--- src/rtl/kscd_pkg.sv ---
// kscd_pkg: types, scan code constants and character tables for the
// keyboard scan code decoder. No dependencies.
`default_nettype none

package kscd_pkg;

	// configuration register file
	localparam int CFG_IDX_W = 3;

	typedef enum logic [CFG_IDX_W-1:0] {
		REG_LEFT_ARROW  = 3'd0,
		REG_RIGHT_ARROW = 3'd1,
		REG_UP_ARROW    = 3'd2,
		REG_DOWN_ARROW  = 3'd3,
		REG_EXT_DELETE  = 3'd4
	} cfg_reg_t;

	typedef struct packed {
		logic [7:0] left_arrow;
		logic [7:0] right_arrow;
		logic [7:0] up_arrow;
		logic [7:0] down_arrow;
		logic [7:0] ext_delete;
	} kscd_cfg_t;

	localparam logic [7:0] LEFT_ARROW_RST  = 8'd28;
	localparam logic [7:0] RIGHT_ARROW_RST = 8'd29;
	localparam logic [7:0] UP_ARROW_RST    = 8'd30;
	localparam logic [7:0] DOWN_ARROW_RST  = 8'd31;
	localparam logic [7:0] EXT_DELETE_RST  = 8'd127;

	// prefix tracking
	typedef enum logic [1:0] {
		PFX_IDLE    = 2'd0,
		PFX_E0      = 2'd1,
		PFX_E1      = 2'd2,
		PFX_E1_CTRL = 2'd3
	} prefix_t;

	typedef enum logic [2:0] {
		EV_NONE        = 3'd0,
		EV_SCROLL_UP   = 3'd1,
		EV_SCROLL_DOWN = 3'd2,
		EV_DIAG_UP     = 3'd3,
		EV_DIAG_DOWN   = 3'd4,
		EV_INTERRUPT   = 3'd5
	} event_t;

	// modifier bit positions
	localparam int MOD_LALT   = 0;
	localparam int MOD_RALT   = 1;
	localparam int MOD_LCTRL  = 2;
	localparam int MOD_RCTRL  = 3;
	localparam int MOD_LSHIFT = 4;
	localparam int MOD_RSHIFT = 5;

	// lock bit positions
	localparam int LOCK_NUM    = 0;
	localparam int LOCK_CAPS   = 1;
	localparam int LOCK_SCROLL = 2;

	typedef struct packed {
		prefix_t    prefix;
		logic [5:0] mods;
		logic [2:0] locks;
		logic [2:0] held;
	} kscd_state_t;

	typedef struct packed {
		logic [7:0] char_code;
		event_t     event_code;
	} kscd_result_t;

	// scan codes
	localparam logic [7:0] SC_E0           = 8'he0;
	localparam logic [7:0] SC_E1           = 8'he1;
	localparam logic [7:0] SC_ALT          = 8'h38;
	localparam logic [7:0] SC_CTRL         = 8'h1d;
	localparam logic [7:0] SC_LSHIFT       = 8'h2a;
	localparam logic [7:0] SC_RSHIFT       = 8'h36;
	localparam logic [7:0] SC_ALT_REL      = 8'hb8;
	localparam logic [7:0] SC_CTRL_REL     = 8'h9d;
	localparam logic [7:0] SC_LSHIFT_REL   = 8'haa;
	localparam logic [7:0] SC_RSHIFT_REL   = 8'hb6;
	localparam logic [7:0] SC_NUMLOCK      = 8'h45;
	localparam logic [7:0] SC_CAPSLOCK     = 8'h3a;
	localparam logic [7:0] SC_SCROLLLOCK   = 8'h46;
	localparam logic [7:0] SC_NUMLOCK_REL  = 8'hc5;
	localparam logic [7:0] SC_CAPS_REL     = 8'hba;
	localparam logic [7:0] SC_SCROLL_REL   = 8'hc6;
	localparam logic [7:0] SC_PAGE_UP      = 8'h49;
	localparam logic [7:0] SC_PAGE_DOWN    = 8'h51;
	localparam logic [7:0] SC_LEFT         = 8'h4b;
	localparam logic [7:0] SC_RIGHT        = 8'h4d;
	localparam logic [7:0] SC_UP           = 8'h48;
	localparam logic [7:0] SC_DOWN         = 8'h50;
	localparam logic [7:0] SC_DELETE       = 8'h53;
	localparam logic [7:0] SC_W            = 8'h11;
	localparam logic [7:0] SC_S            = 8'h1f;

	// first keypad code and end of the keypad area
	localparam logic [7:0] SC_KEYPAD_BASE  = 8'h45;
	localparam logic [7:0] TABLE_ENTRIES   = 8'd88;

	localparam logic [7:0] PAUSE_CHAR      = 8'h05;
	localparam logic [7:0] CH_LOWER_A      = 8'h61;
	localparam logic [7:0] CH_LOWER_Z      = 8'h7a;
	localparam logic [7:0] CH_LOWER_C      = 8'h63;
	localparam logic [7:0] CTRL_OFFSET     = 8'h60;
	localparam logic [7:0] CASE_OFFSET     = 8'h20;

	function automatic logic [7:0] plain_map(input logic [6:0] idx);
		logic [7:0] ch;
		case (idx)
			7'h01: ch = 8'h1b;
			7'h02: ch = 8'h31;
			7'h03: ch = 8'h32;
			7'h04: ch = 8'h33;
			7'h05: ch = 8'h34;
			7'h06: ch = 8'h35;
			7'h07: ch = 8'h36;
			7'h08: ch = 8'h37;
			7'h09: ch = 8'h38;
			7'h0a: ch = 8'h39;
			7'h0b: ch = 8'h30;
			7'h0c: ch = 8'h2d;
			7'h0d: ch = 8'h3d;
			7'h0e: ch = 8'h08;
			7'h0f: ch = 8'h09;
			7'h10: ch = 8'h71;
			7'h11: ch = 8'h77;
			7'h12: ch = 8'h65;
			7'h13: ch = 8'h72;
			7'h14: ch = 8'h74;
			7'h15: ch = 8'h79;
			7'h16: ch = 8'h75;
			7'h17: ch = 8'h69;
			7'h18: ch = 8'h6f;
			7'h19: ch = 8'h70;
			7'h1a: ch = 8'h5b;
			7'h1b: ch = 8'h5d;
			7'h1c: ch = 8'h0a;
			7'h1e: ch = 8'h61;
			7'h1f: ch = 8'h73;
			7'h20: ch = 8'h64;
			7'h21: ch = 8'h66;
			7'h22: ch = 8'h67;
			7'h23: ch = 8'h68;
			7'h24: ch = 8'h6a;
			7'h25: ch = 8'h6b;
			7'h26: ch = 8'h6c;
			7'h27: ch = 8'h3b;
			7'h28: ch = 8'h27;
			7'h29: ch = 8'h60;
			7'h2b: ch = 8'h5c;
			7'h2c: ch = 8'h7a;
			7'h2d: ch = 8'h78;
			7'h2e: ch = 8'h63;
			7'h2f: ch = 8'h76;
			7'h30: ch = 8'h62;
			7'h31: ch = 8'h6e;
			7'h32: ch = 8'h6d;
			7'h33: ch = 8'h2c;
			7'h34: ch = 8'h2e;
			7'h35: ch = 8'h2f;
			7'h37: ch = 8'h2a;
			7'h39: ch = 8'h20;
			7'h47: ch = 8'h37;
			7'h48: ch = 8'h38;
			7'h49: ch = 8'h39;
			7'h4a: ch = 8'h2d;
			7'h4b: ch = 8'h34;
			7'h4c: ch = 8'h35;
			7'h4d: ch = 8'h36;
			7'h4e: ch = 8'h2b;
			7'h4f: ch = 8'h31;
			7'h50: ch = 8'h32;
			7'h51: ch = 8'h33;
			7'h52: ch = 8'h30;
			7'h53: ch = 8'h2e;
			default: ch = 8'h00;
		endcase
		return ch;
	endfunction

	function automatic logic [7:0] shift_map(input logic [6:0] idx);
		logic [7:0] ch;
		case (idx)
			7'h01: ch = 8'h1b;
			7'h02: ch = 8'h21;
			7'h03: ch = 8'h40;
			7'h04: ch = 8'h23;
			7'h05: ch = 8'h24;
			7'h06: ch = 8'h25;
			7'h07: ch = 8'h5e;
			7'h08: ch = 8'h26;
			7'h09: ch = 8'h2a;
			7'h0a: ch = 8'h28;
			7'h0b: ch = 8'h29;
			7'h0c: ch = 8'h5f;
			7'h0d: ch = 8'h2b;
			7'h0e: ch = 8'h08;
			7'h0f: ch = 8'h09;
			7'h10: ch = 8'h71;
			7'h11: ch = 8'h77;
			7'h12: ch = 8'h65;
			7'h13: ch = 8'h72;
			7'h14: ch = 8'h74;
			7'h15: ch = 8'h79;
			7'h16: ch = 8'h75;
			7'h17: ch = 8'h69;
			7'h18: ch = 8'h6f;
			7'h19: ch = 8'h70;
			7'h1a: ch = 8'h7b;
			7'h1b: ch = 8'h7d;
			7'h1c: ch = 8'h0a;
			7'h1e: ch = 8'h61;
			7'h1f: ch = 8'h73;
			7'h20: ch = 8'h64;
			7'h21: ch = 8'h66;
			7'h22: ch = 8'h67;
			7'h23: ch = 8'h68;
			7'h24: ch = 8'h6a;
			7'h25: ch = 8'h6b;
			7'h26: ch = 8'h6c;
			7'h27: ch = 8'h3a;
			7'h28: ch = 8'h22;
			7'h29: ch = 8'h7e;
			7'h2b: ch = 8'h7c;
			7'h2c: ch = 8'h7a;
			7'h2d: ch = 8'h78;
			7'h2e: ch = 8'h63;
			7'h2f: ch = 8'h76;
			7'h30: ch = 8'h62;
			7'h31: ch = 8'h6e;
			7'h32: ch = 8'h6d;
			7'h33: ch = 8'h3c;
			7'h34: ch = 8'h3e;
			7'h35: ch = 8'h3f;
			7'h37: ch = 8'h2a;
			7'h39: ch = 8'h20;
			7'h4a: ch = 8'h2d;
			7'h4e: ch = 8'h2b;
			7'h53: ch = 8'h7f;
			default: ch = 8'h00;
		endcase
		return ch;
	endfunction

endpackage

`default_nettype wire

--- src/rtl/kscd_cfg_regs.sv ---
// kscd_cfg_regs: write-only register file holding the cursor and delete
// character codes. Depends on kscd_pkg.
`default_nettype none

module kscd_cfg_regs
	import kscd_pkg::*;
(
	input  wire logic                 clk,
	input  wire logic                 arst_n,
	input  wire logic                 wr_en,
	input  wire logic [CFG_IDX_W-1:0] index,
	input  wire logic [7:0]           wdata,
	output kscd_cfg_t                 cfg
);

	kscd_cfg_t cfg_q;

	always_ff @(posedge clk or negedge arst_n) begin
		if (!arst_n) begin
			cfg_q.left_arrow  <= LEFT_ARROW_RST;
			cfg_q.right_arrow <= RIGHT_ARROW_RST;
			cfg_q.up_arrow    <= UP_ARROW_RST;
			cfg_q.down_arrow  <= DOWN_ARROW_RST;
			cfg_q.ext_delete  <= EXT_DELETE_RST;
		end else if (wr_en) begin
			// indexes past the last register are dropped
			unique case (index)
				REG_LEFT_ARROW:  cfg_q.left_arrow  <= wdata;
				REG_RIGHT_ARROW: cfg_q.right_arrow <= wdata;
				REG_UP_ARROW:    cfg_q.up_arrow    <= wdata;
				REG_DOWN_ARROW:  cfg_q.down_arrow  <= wdata;
				REG_EXT_DELETE:  cfg_q.ext_delete  <= wdata;
				default: ;
			endcase
		end
	end

	assign cfg = cfg_q;

endmodule

`default_nettype wire

--- src/rtl/kscd_decode.sv ---
// kscd_decode: combinational decode of one scan code byte against the
// current prefix, modifier and lock state. Depends on kscd_pkg.
`default_nettype none

module kscd_decode
	import kscd_pkg::*;
(
	input  wire logic [7:0] code,
	input  kscd_state_t     st,
	input  kscd_cfg_t       cfg,
	output kscd_state_t     st_next,
	output kscd_result_t    res
);

	logic       shift;
	logic       ctrl;
	logic       handle;
	logic       ext;
	logic       pause;
	logic [7:0] base;
	logic [7:0] tr_ch;
	event_t     tr_ev;

	assign shift = st.mods[MOD_LSHIFT] | st.mods[MOD_RSHIFT];
	assign ctrl  = st.mods[MOD_LCTRL]  | st.mods[MOD_RCTRL];

	// table translation for ordinary keys
	always_comb begin
		tr_ch = 8'h00;
		tr_ev = EV_NONE;
		base  = shift ? shift_map(code[6:0]) : plain_map(code[6:0]);
		if (code < SC_KEYPAD_BASE) begin
			if (base >= CH_LOWER_A && base <= CH_LOWER_Z) begin
				if (ctrl) begin
					if (base == CH_LOWER_C) begin
						tr_ev = EV_INTERRUPT;
					end else begin
						tr_ch = base - CTRL_OFFSET;
					end
				end else if (st.locks[LOCK_CAPS] ^ shift) begin
					tr_ch = base - CASE_OFFSET;
				end else begin
					tr_ch = base;
				end
			end else begin
				tr_ch = base;
			end
		end else if (code < TABLE_ENTRIES) begin
			// num lock flips the keypad between digits and editing keys
			if (!ext && (st.locks[LOCK_NUM] ^ shift)) begin
				tr_ch = plain_map(code[6:0]);
			end else begin
				tr_ch = shift_map(code[6:0]);
			end
		end
	end

	always_comb begin
		st_next        = st;
		res.char_code  = 8'h00;
		res.event_code = EV_NONE;
		handle         = 1'b0;
		ext            = 1'b0;
		pause          = 1'b0;

		unique case (st.prefix)
			PFX_IDLE: begin
				if (code == SC_E0) begin
					st_next.prefix = PFX_E0;
				end else if (code == SC_E1) begin
					st_next.prefix = PFX_E1;
				end else begin
					handle = 1'b1;
				end
			end
			PFX_E0: begin
				st_next.prefix = PFX_IDLE;
				handle         = 1'b1;
				ext            = 1'b1;
			end
			PFX_E1: begin
				st_next.prefix = (code == SC_CTRL || code == SC_CTRL_REL) ? PFX_E1_CTRL
				                                                          : PFX_IDLE;
			end
			PFX_E1_CTRL: begin
				st_next.prefix = PFX_IDLE;
				pause          = (code == SC_NUMLOCK);
			end
			default: st_next.prefix = PFX_IDLE;
		endcase

		if (pause) begin
			res.char_code = PAUSE_CHAR;
		end else if (handle) begin
			unique case (code)
				SC_ALT: begin
					if (ext) st_next.mods[MOD_RALT] = 1'b1;
					else     st_next.mods[MOD_LALT] = 1'b1;
				end
				SC_CTRL: begin
					if (ext) st_next.mods[MOD_RCTRL] = 1'b1;
					else     st_next.mods[MOD_LCTRL] = 1'b1;
				end
				SC_LSHIFT: st_next.mods[MOD_LSHIFT] = 1'b1;
				SC_RSHIFT: st_next.mods[MOD_RSHIFT] = 1'b1;
				SC_ALT_REL: begin
					if (ext) st_next.mods[MOD_RALT] = 1'b0;
					else     st_next.mods[MOD_LALT] = 1'b0;
				end
				SC_CTRL_REL: begin
					if (ext) st_next.mods[MOD_RCTRL] = 1'b0;
					else     st_next.mods[MOD_LCTRL] = 1'b0;
				end
				SC_LSHIFT_REL: st_next.mods[MOD_LSHIFT] = 1'b0;
				SC_RSHIFT_REL: st_next.mods[MOD_RSHIFT] = 1'b0;
				// a lock toggles only on a fresh press, not on repeats
				SC_NUMLOCK: begin
					if (!st.held[LOCK_NUM]) begin
						st_next.locks[LOCK_NUM] = ~st.locks[LOCK_NUM];
						st_next.held[LOCK_NUM]  = 1'b1;
					end
				end
				SC_CAPSLOCK: begin
					if (!st.held[LOCK_CAPS]) begin
						st_next.locks[LOCK_CAPS] = ~st.locks[LOCK_CAPS];
						st_next.held[LOCK_CAPS]  = 1'b1;
					end
				end
				SC_SCROLLLOCK: begin
					if (!st.held[LOCK_SCROLL]) begin
						st_next.locks[LOCK_SCROLL] = ~st.locks[LOCK_SCROLL];
						st_next.held[LOCK_SCROLL]  = 1'b1;
					end
				end
				SC_NUMLOCK_REL: st_next.held[LOCK_NUM]    = 1'b0;
				SC_CAPS_REL:    st_next.held[LOCK_CAPS]   = 1'b0;
				SC_SCROLL_REL:  st_next.held[LOCK_SCROLL] = 1'b0;
				SC_PAGE_UP:     res.event_code = EV_SCROLL_UP;
				SC_PAGE_DOWN:   res.event_code = EV_SCROLL_DOWN;
				SC_LEFT:        res.char_code  = cfg.left_arrow;
				SC_RIGHT:       res.char_code  = cfg.right_arrow;
				SC_UP:          res.char_code  = cfg.up_arrow;
				SC_DOWN:        res.char_code  = cfg.down_arrow;
				SC_DELETE: begin
					if (ext) begin
						res.char_code = cfg.ext_delete;
					end else begin
						res.char_code  = tr_ch;
						res.event_code = tr_ev;
					end
				end
				SC_W: begin
					if (ctrl) begin
						res.event_code = EV_DIAG_UP;
					end else begin
						res.char_code  = tr_ch;
						res.event_code = tr_ev;
					end
				end
				SC_S: begin
					if (ctrl) begin
						res.event_code = EV_DIAG_DOWN;
					end else begin
						res.char_code  = tr_ch;
						res.event_code = tr_ev;
					end
				end
				default: begin
					res.char_code  = tr_ch;
					res.event_code = tr_ev;
				end
			endcase
		end
	end

endmodule

`default_nettype wire

--- src/rtl/keyboard_scan_code_decoder.sv ---
// keyboard_scan_code_decoder: set-1 scan code to character decoder top level.
// Depends on kscd_pkg, kscd_cfg_regs and kscd_decode.
//
//   channel  handshake                payload
//   in       in_valid / in_ready      scan_code
//   out      out_valid / out_ready    char_valid, char_code, event_code, lock_status
//   cfg      cfg_wr_en                cfg_index, cfg_wdata
//
// one word per cycle sustained while out_ready stays high; a taken byte passes
// through the input register, then is decoded into the result register
// decoder state updates as a byte moves from the input register to the result
// register, so back-to-back bytes see each other's prefix and modifier changes
// a stalled output holds its word; the input register still takes one more word
// reset clears prefix, modifier and lock state and loads the register defaults
`default_nettype none

module keyboard_scan_code_decoder
	import kscd_pkg::*;
(
	input  wire logic                 clk,
	input  wire logic                 arst_n,
	input  wire logic                 in_valid,
	output logic                      in_ready,
	input  wire logic [7:0]           scan_code,
	output logic                      out_valid,
	input  wire logic                 out_ready,
	output logic                      char_valid,
	output logic [7:0]                char_code,
	output logic [2:0]                event_code,
	output logic [2:0]                lock_status,
	input  wire logic                 cfg_wr_en,
	input  wire logic [CFG_IDX_W-1:0] cfg_index,
	input  wire logic [7:0]           cfg_wdata
);

	kscd_cfg_t    cfg;
	kscd_state_t  state_q;
	kscd_state_t  state_next;
	kscd_result_t res;

	logic       valid_s1;
	logic [7:0] code_s1;
	logic       out_free;
	logic       adv_s1;

	logic       valid_s2;
	logic       char_valid_s2;
	logic [7:0] char_code_s2;
	logic [2:0] event_code_s2;
	logic [2:0] lock_status_s2;

	kscd_cfg_regs u_cfg (
		.clk    (clk),
		.arst_n (arst_n),
		.wr_en  (cfg_wr_en),
		.index  (cfg_index),
		.wdata  (cfg_wdata),
		.cfg    (cfg)
	);

	kscd_decode u_decode (
		.code    (code_s1),
		.st      (state_q),
		.cfg     (cfg),
		.st_next (state_next),
		.res     (res)
	);

	assign out_free = !valid_s2 || out_ready;
	assign adv_s1   = valid_s1 && out_free;
	assign in_ready = !valid_s1 || adv_s1;

	always_ff @(posedge clk or negedge arst_n) begin
		if (!arst_n) begin
			valid_s1 <= 1'b0;
		end else if (in_ready) begin
			valid_s1 <= in_valid;
		end
	end

	always_ff @(posedge clk) begin
		if (in_ready && in_valid) begin
			code_s1 <= scan_code;
		end
	end

	always_ff @(posedge clk or negedge arst_n) begin
		if (!arst_n) begin
			state_q.prefix <= PFX_IDLE;
			state_q.mods   <= '0;
			state_q.locks  <= '0;
			state_q.held   <= '0;
			valid_s2       <= 1'b0;
		end else begin
			if (adv_s1) begin
				state_q <= state_next;
			end
			if (out_free) begin
				valid_s2 <= valid_s1;
			end
		end
	end

	always_ff @(posedge clk) begin
		if (adv_s1) begin
			char_valid_s2  <= (res.char_code != 8'h00);
			char_code_s2   <= res.char_code;
			event_code_s2  <= res.event_code;
			lock_status_s2 <= state_next.locks;
		end
	end

	assign out_valid   = valid_s2;
	assign char_valid  = char_valid_s2;
	assign char_code   = char_code_s2;
	assign event_code  = event_code_s2;
	assign lock_status = lock_status_s2;

	// an empty result register must never block the input
	assert property (@(posedge clk) disable iff (!arst_n)
		!valid_s2 |-> in_ready)
		else $error("input stalled while result register empty");

	assert property (@(posedge clk) disable iff (!arst_n)
		valid_s2 |-> (event_code_s2 == EV_NONE || event_code_s2 == EV_SCROLL_UP ||
		              event_code_s2 == EV_SCROLL_DOWN || event_code_s2 == EV_DIAG_UP ||
		              event_code_s2 == EV_DIAG_DOWN || event_code_s2 == EV_INTERRUPT))
		else $error("event code out of range");

	// the pause sequence must leave the lock flags alone
	assert property (@(posedge clk) disable iff (!arst_n)
		(adv_s1 && (state_q.prefix == PFX_E1 || state_q.prefix == PFX_E1_CTRL))
		|=> $stable(state_q.locks))
		else $error("lock flags changed inside an E1 sequence");

	// a held caps lock key cannot toggle caps lock again
	assert property (@(posedge clk) disable iff (!arst_n)
		(adv_s1 && state_q.held[LOCK_CAPS])
		|=> (state_q.locks[LOCK_CAPS] == $past(state_q.locks[LOCK_CAPS])))
		else $error("caps lock toggled while held");

	assert property (@(posedge clk) disable iff (!arst_n)
		valid_s2 |-> (char_valid_s2 == (char_code_s2 != 8'h00)))
		else $error("char valid disagrees with char code");

endmodule

`default_nettype wire
--- config.mk ---
export PLATFORM = sky130hd
export DESIGN_NAME = keyboard_scan_code_decoder
export DESIGN_NICKNAME = d
export VERILOG_FILES = /design/src/rtl/kscd_pkg.sv /design/src/rtl/kscd_cfg_regs.sv /design/src/rtl/kscd_decode.sv /design/src/rtl/keyboard_scan_code_decoder.sv
export SDC_FILE = /design/constraint.sdc
export NUM_CORES = 1
export LEC_CHECK = 0
export BUFFER_PORTS_ARGS = -buffer_cell sky130_fd_sc_hd__clkbuf_2
export CORE_ASPECT_RATIO = 2
export CORE_MARGIN = 3
export CORE_UTILIZATION = 49
export DETAILED_ROUTE_END_ITERATION = 16
export PLACE_DENSITY_LB_ADDON = 0.2
export SLEW_MARGIN = 15
export SYNTH_ARGS = -nofsm -noshare
export SYNTH_HDL_FRONTEND = slang
export SYNTH_SLANG_ARGS = --single-unit
export TNS_END_PERCENT = 100
--- constraint.sdc ---
create_clock -name clk -period 3.15 [get_ports clk]
set_input_delay 0 -clock clk [delete_from_list [all_inputs] [get_ports clk]]
set_output_delay 0 -clock clk [all_outputs]
set_load 0.01 [all_outputs]
* Word level (Yosys, flattened, before mapping)
Memory sizes are Yosys's and may differ from the RTL's. A register that Yosys moved wholly into a read port is not among the register bits. Cells that the tools add are included.
Word-level totals: bits in registers 77, memory bits (read-only) 3584, input bits 24, output and inout port bits 17, word-level logic and storage cells 167, memories 4
Operators by class: add/subtract/negate cells 2, magnitude comparators 4, equality and inequality tests 38, multiplexer cells 52, bitwise gates (word level) 9, reduce and logical (&&, ||, !) cells 37
Memory list:
- (name not given) | words 128, width 7, rd ports 1, clocked after memory_dff 1, wr ports 0, RTL line kscd_pkg.sv:188 | case (idx)
- (name not given) | words 128, width 7, rd ports 1, clocked after memory_dff 1, wr ports 0, RTL line kscd_pkg.sv:114 | case (idx)
- (name not given) | words 128, width 7, rd ports 1, clocked after memory_dff 1, wr ports 0, RTL line kscd_pkg.sv:114
- (name not given) | words 128, width 7, rd ports 1, clocked after memory_dff 1, wr ports 0, RTL line kscd_pkg.sv:188
Operators by type and width (count):
- $mux 8 | 11
- $eq 8x7->1 const B | 10
- $eq 8x8->1 const B | 9
- $pmux 8 s7 | 1
- $eq 8x6->1 const B | 4
- $mux 7 | 4
- $eq 8x5->1 const B | 3
- $mux 3 | 7
- $reduce_and 4->1 | 5
- $pmux 3 s6 | 1
- $reduce_or 18->1 | 1
- $lt 8x7->1 const B | 2
- $reduce_or 16->1 | 1
- $mux 1 | 14
- $mux 6 | 2
- $pmux 1 s2 | 6
- $reduce_and 2->1 | 6
- $reduce_and 6->1 | 2
- $reduce_bool 2->1 | 6
- $mux 11 | 1
- $ge 8x7->1 const B | 1
- $le 8x7->1 const B | 1
- $reduce_bool 8->1 | 1
- $sub 8x6->8 const B | 1
- 21 further kinds | 42

* Longest topological paths before layout
Gate-level depths: netlist (run 1).
word-level depth 12, depth in mapped cells 12, depth with buffers taken out 10

* Cells and area by module
Synthesis (run 1) repeated with hierarchy kept, for this count alone.
Unflattened totals: cell total of the unflattened synthesis 616, area total of the unflattened synthesis 6132.1 µm²
By module, submodules not included:
- kscd_decode | instances 1, cells each 464, area an instance 3199.3 µm², seq. area each 0.0 µm²
- kscd_cfg_regs | instances 1, cells each 88, area an instance 1557.7 µm², seq. area each 1029.7 µm²
- keyboard_scan_code_decoder | instances 1, cells each 64, area an instance 1375.1 µm², seq. area each 1091.0 µm²

* Least setup slack after synthesis (run 1)
No wires, ideal clock.
kind flip-flop to flip-flop, start point register code_s1[7], end point register char_valid_s2 (netlist: char_valid) (data pin), library setup time 272 ps, arrival time 2707 ps, required time 2878 ps, setup slack 171 ps, cell stages (with the launch flop) 11, buffers on the path 2, clock period less this slack 2979 ps, path through edfxtp_1 nor3b_4 and4_1 buf_4 nand4b_1 or4_1 buf_4 a31oi_1 or4b_1 a211o_1 or4_1
On the way: word-level cells in the longest chain between the ends 8, elaborated cells on any way between the ends 41, classes of those cells 2 x order compare; 25 x eq/ne; 11 x mux; 3 x reduce/logical
Ends and longest elaborated chain:
- start, declared | RTL line keyboard_scan_code_decoder.sv:42 | logic [7:0] code_s1;
- start signal, assigned | RTL line keyboard_scan_code_decoder.sv:83 | code_s1 <= scan_code;
- $lt 8x7->1 | RTL line kscd_decode.sv:48 | end else if (code < TABLE_ENTRIES) begin
- $mux 8 | RTL line kscd_decode.sv:48
- $mux 8 | RTL line kscd_decode.sv:32 | if (code < SC_KEYPAD_BASE) begin
- $mux 8 (on tied branches) | RTL line kscd_decode.sv:153, kscd_decode.sv:161, kscd_decode.sv:145
- $pmux 8 s7 | RTL line kscd_decode.sv:95 | unique case (code)
- $mux 11 | RTL line kscd_decode.sv:94 | end else if (handle) begin
- $mux 8 * | RTL line kscd_decode.sv:92 | if (pause) begin
- $reduce_bool 8->1 * | RTL line keyboard_scan_code_decoder.sv:106 | char_valid_s2 <= (res.char_code != 8'h00);
- end signal, assigned | RTL line keyboard_scan_code_decoder.sv:106
- end, declared | RTL line keyboard_scan_code_decoder.sv:47 | logic char_valid_s2;
Mark *: on every way between the ends. The rest lies on a longest branch, timed or not. A chain may end at the register's enable or synchronous reset.

* Final worst setup path (run 1)
start point register code_s1[3], end point register char_valid_s2 (netlist: char_valid) (data pin)
Same word-level chain as after synthesis.

==> results.py, run 1 <==
metrics = {
    "run_status": {
        "status": "complete, no violations",
    },
    "synthesis": {
        "syn_area_per_cell_um2": 9.34,
        "yosysMostFrequentCell": "nand2_1",
        "synth_nets": 670,
        "ys_seq_area_frac": 0.397,
        "ys_ff_latch": 91,
        "synthCells": 634,
        "synth-edff-count": 23,
        "synth_top_area_cell": "dfrtp_1",
        "synth_cell_type_count": 83,
        "yosysWarnings": 0,
        "netlist_top_cells_area": "dfrtp_1, edfxtp_1, dfstp_2, mux2_2, dfxtp_1",
        "synth_commonest_cells": "nand2_1, nor2_1, mux2_2, o21ai_0",
        "async_reset_ff_frac": 0.593,
        "synthesis.area_um2": 5920,
        "synth_top_cell_area_share": 0.131,
        "synthFlopType": "dfrtp_1",
    },
    "worst_setup_path": {
        "crit_buf_inv": 1,
        "critPathMaxStageDelay_ps": 500,
        "reg2reg_to": "char_valid$_DFFE_PP_",
        "critPathMaxFanout": 9,
        "cp_slowest_cell": "or4b_1",
        "crit_required_ps": 3240,
        "critPathTopFamily": "simple AND/OR/NAND/NOR gates",
        "r2r_cells": 9,
        "end_kind": "register",
        "path_class": "register to register",
        "r2r_slack_ps": 80,
        "worstPathCellList": "buf_4 -> or2_4 -> o211ai_4 -> o22ai_1 -> a22oi_2 -> a31oi_1 -> or4b_1 -> a211o_1 -> or4_1",
        "regToRegStartpoint": "code_s1[3]$_DFFE_PP_",
        "cp-startpoint": "code_s1[3]$_DFFE_PP_",
        "cp-start-kind": "register",
        "arrival_ps": 3160,
    },
    "drt": {
        "dr.first_iter.drc_count": 396,
        "drt-total-wl_um": 22000,
        "vias": 5902,
        "drc_errors": 0,
        "first_pass_iters": 6,
        "viasPerCell": 6.51,
        "wl_per_cell_um": 24.3,
        "postRouteAntennaNets": 0,
    },
    "global_route": {
        "grt_pass1_vias": 6041,
        "antenna_found_initial": 0,
        "grt_overflow": 0,
        "grt_pass1_wl_um": 33800,
        "grt.total_usage": 0.329,
        "grt_max_degree": 42,
    },
    "timing": {
        "finalCritPeriodShare": 0.974,
        "worst_hold_slack_ps": 117,
        "clock_skew_ps": 4.65,
        "setup_viol": 0,
        "min_period_ps": 3070,
        "worst_pin_slew_ps": 991,
        "fmax_mhz": 326,
        "slew_headroom": 0.334,
        "setup_tns_ps": 0,
        "final_max_slew_viol_count": 0,
        "hold_violations": 0,
        "setup_slack_ps": 81.1,
    },
    "power_and_ir_drop": {
        "pwr_density_cell_nw_per_um2": 518,
        "ir_worst_vdd_mv": 0.432,
        "power_uw": 3830,
        "leakage_uw": 0.00306,
    },
    "cts": {
        "cts_made_buffers": 9,
        "htreeDepth": 3,
        "cts_buffer_depth": 2,
        "clk_pin_slew_ps": 60,
        "clock_latency_ps": 340,
        "cts_tree": "done",
        "cts_root_buf": "clkbuf_16",
        "cts_num_sinks": 91,
    },
    "cells_and_area": {
        "final.fill_count": 995,
        "diodes": 0,
        "syn_to_final_growth_pct": 25.0,
        "nNetsFinal": 792,
        "post-route-util": 0.629,
        "drive_gt1_frac": 0.322,
    },
    "die": {
        "die_h_um": 161,
        "start_util": 0.503,
        "coreArea_um2": 11800,
        "die_area_um2": 13500,
        "io_pins": 41,
        "std_cell_rows": 56,
        "die_x_um": 83.7,
    },
    "flow_run": {
        "maxCapViolCount": 0,
    },
    "placement": {
        "place_hpwl_um": 17300,
        "dp_slack_ps": 26.9,
        "globalplace.congestion": 0.989,
        "io_buffers": 40,
    },
    "worst_hold_path": {
        "min_to": "u_cfg.cfg[32]$_DFFE_PN0P_",
        "holdPathStages": 3,
        "min_path_type": "input port to register",
        "worstHoldStart": "cfg_index[0]",
    },
}
==> how the worst max path moves through the flow <==
stage	end	slack, ps	cells after the start
6_report	char_valid$_DFFE_PP_	80	9
5_1_grt	char_valid$_DFFE_PP_	-20	9
4_1_cts	char_valid$_DFFE_PP_	20	9
3_5_place_dp	char_valid$_DFFE_PP_	30	9
3_3_place_gp	char_valid$_DFFE_PP_	90	8
2_1_floorplan	char_valid$_DFFE_PP_	170	10
==> per-layer routing <==
metal	global-route usage	wire length, µm	up-vias
li1	-	-	2655
met1	0.281	6630	2859
met2	0.658	12600	281
met3	0.0347	719	107
met4	0.254	1980	0
met5	0	0	-
==> power by group <==
part / leakage [µW] / internal, µW / switching, µW
Combinational: 0.00193 / 449 / 578
Clock: 0.000160 / 746 / 457
Sequential: 0.000971 / 1450 / 153
Total: 0.00306 / 2640 / 1190
==> tightest hold or removal path: cells and delay by family <==
kind / cells / cell delay (ps)
buffers and inverters: 1 / 130
multiplexers: 1 / 220
AND/OR/NAND/NOR: 1 / 80
==> through the flow <==
stage,cell area [µm²],instances
after floorplan,5920,634
after global placement,6700,855
after detailed placement,6700,855
after CTS,7240,891
after global routing,7400,906
final,7400,906
==> layout make-up <==
type,instances,area [µm²],share of cell area
multi-input cells,488,3370,0.456
inverters,12,45.0,0.00609
clock inverters,5,82.6,0.0112
well taps,145,181,0.0245
flip-flops and latches,91,2350,0.318
clock buffers,11,254,0.0343
repair buffers,154,1110,0.150
==> cells in the final DEF, fill, tap and decap left out, types with 17 or more instances in the layout <==
cell	n
buf_4	91
nand2_1	61
nor2_1	53
mux2_2	45
o21ai_0	44
clkbuf_2	41
a21oi_1	31
dfrtp_1	31
edfxtp_1	23
dfstp_2	23
nor3_1	20
dlygate4sd3_1	20
nand3_1	17
==> what timing repair did <==
| item | in CTS | in global routing |
|---|---|---|
| endpoints found under the hold margin | 72 | 0 |
| setup endpoints to repair | 0 | 1 |
| gates resized for setup | 0 | 12 |
| setup buffers | 0 | 15 |
| hold buffers | 20 | 0 |
==> cells by family after synthesis <==
kind of cell               after synthesis  share of synthesized area
DFF                                     91                      0.397
muxes                                   60                      0.111
AOI/OAI and AO/OA                      186                      0.216
adders and majority gates               12                     0.0254
and+or+nand+nor                        220                      0.191
buffers and inverters                   55                     0.0437
xor gates and xnor gates                10                     0.0148
Power figures use the tool's default switching activity.
==> inputs of run 2 (changes only) <==
Settings changed: PLACE_DENSITY set to 0.69, PLACE_DENSITY_LB_ADDON 0.2 to not set.
==> results.py, run 2 (synthesized netlist as in run 1, its figures left out) <==
metrics = {
    "timing": {
        "setup_slack_ps": 87.3,
        "clock_skew_ps": 9.24,
        "worst_hold_slack_ps": 95.0,
        "min_period_ps": 3060,
        "finalCritPeriodShare": 0.972,
        "setup_tns_ps": 0,
        "slew_headroom": 0.348,
        "setup_viol": 0,
        "worst_pin_slew_ps": 965,
        "fmax_mhz": 327,
        "final_max_slew_viol_count": 0,
        "hold_violations": 0,
    },
    "worst_hold_path": {
        "min_path_type": "input port to register",
    },
    "cells_and_area": {
        "nNetsFinal": 789,
        "diodes": 0,
        "final_common_cell": "buf_4",
        "final_cell_mix": "buf_4, nand2_1, nor2_1",
        "post-route-util": 0.622,
        "syn_to_final_growth_pct": 23.7,
        "drive_gt1_frac": 0.317,
    },
    "worst_setup_path": {
        "path_class": "register to register",
        "crit_required_ps": 3240,
        "cp-start-kind": "register",
        "critPathMaxFanout": 5,
        "arrival_ps": 3150,
        "end_kind": "register",
    },
    "placement": {
        "globalplace.congestion": 1.02,
        "io_buffers": 40,
        "dp_slack_ps": 10.5,
        "place_hpwl_um": 16800,
    },
    "cts": {
        "cts_made_buffers": 9,
        "cts_tree": "done",
        "clk_pin_slew_ps": 70,
        "htreeDepth": 3,
        "cts_root_buf": "clkbuf_16",
        "cts_num_sinks": 91,
        "clock_latency_ps": 350,
        "cts_buffer_depth": 2,
    },
    "power_and_ir_drop": {
        "pwr_density_cell_nw_per_um2": 499,
        "ir_worst_vdd_mv": 0.388,
        "leakage_uw": 0.00303,
    },
    "flow_run": {
        "maxCapViolCount": 0,
    },
    "die": {
        "io_pins": 41,
        "die_area_um2": 13500,
        "die_h_um": 161,
        "std_cell_rows": 56,
        "start_util": 0.503,
        "die_x_um": 83.7,
        "coreArea_um2": 11800,
    },
    "drt": {
        "drt-met1-wl_um": 6570,
        "drt-total-wl_um": 21600,
        "postRouteAntennaNets": 0,
        "vias": 5821,
        "wl_per_cell_um": 24.0,
        "highest_layer": "met4",
        "dr.first_iter.drc_count": 418,
        "dr_wl_met2_um": 12500,
        "first_pass_iters": 5,
        "wl_met3_um": 901,
        "viasPerCell": 6.45,
        "drc_errors": 0,
    },
    "global_route": {
        "grt_pass1_vias": 6096,
        "grt.total_usage": 0.326,
        "antenna_found_initial": 0,
        "grt_pass1_wl_um": 33800,
        "grt_max_degree": 55,
        "grt_overflow": 0,
    },
    "run_status": {
        "status": "complete, no violations",
    },
}
## run 2: critical path: stages (launching register included)
cell      delay [ps]
edfxtp_1         380
buf_4            170
buf_4            140
or2_4            230
o211ai_4         180
o22ai_1          140
a22oi_1          220
a31oi_1           60
or4b_1           490
a211o_1          300
or4_1            490
## run 2: layout make-up
| cell class | count | area [µm²] |
|---|---|---|
| fillers | 1036 | 4450 |
| multi-input cells | 488 | 3360 |
| flip-flops and latches | 91 | 2350 |
| repair buffers | 151 | 1100 |
| clock buffers | 9 | 225 |
| well taps | 145 | 181 |
| clock inverters | 7 | 67.6 |
| inverters | 12 | 45.0 |
## run 2: what timing repair did
item                                    4_1_cts  5_1_grt
buffers inserted                              2        8
resized for setup                             0        8
hold endpoints to repair                     81        0
pin swaps                                     0        1
endpoints found under the setup margin        1        3
hold buffers                                 20        0
## run 2: final timing paths
path                                        start                   endpoint  slack, ps  cells after the start
max                          code_s1[4]$_DFFE_PP_       char_valid$_DFFE_PP_         90                     10
max in group asynchronous                  arst_n  u_cfg.cfg[30]$_DFFE_PN0P_       2360                      3
min                                  cfg_index[0]  u_cfg.cfg[37]$_DFFE_PN0P_        100                      3
min in group asynchronous                  arst_n     state_q[2]$_DFFE_PN0P_        320                      3
min reg2reg                state_q[2]$_DFFE_PN0P_     state_q[2]$_DFFE_PN0P_        490                      1
max reg2reg                  code_s1[4]$_DFFE_PP_       char_valid$_DFFE_PP_         90                     10
## run 2: stage by stage
stage          instance area, µm²  power [µW]  instances
2_1_floorplan                5920        2150        634
3_3_place_gp                 6720        2540        857
3_5_place_dp                 6720        2560        857
4_1_cts                      7220        3630        895
5_1_grt                      7320        3820        903
6_report                     7320        3660        903
## run 2: power breakdown
group / switching, µW / internal (µW)
Clock: 505 / 555
Combinational: 568 / 444
Sequential: 138 / 1450
Total: 1210 / 2440
## run 2: layer usage
metal  up-vias  GRT usage
li1       2635          -
met1      2806      0.289
met2       273      0.662
met3       107     0.0373
met4         0      0.206
met5         -          0
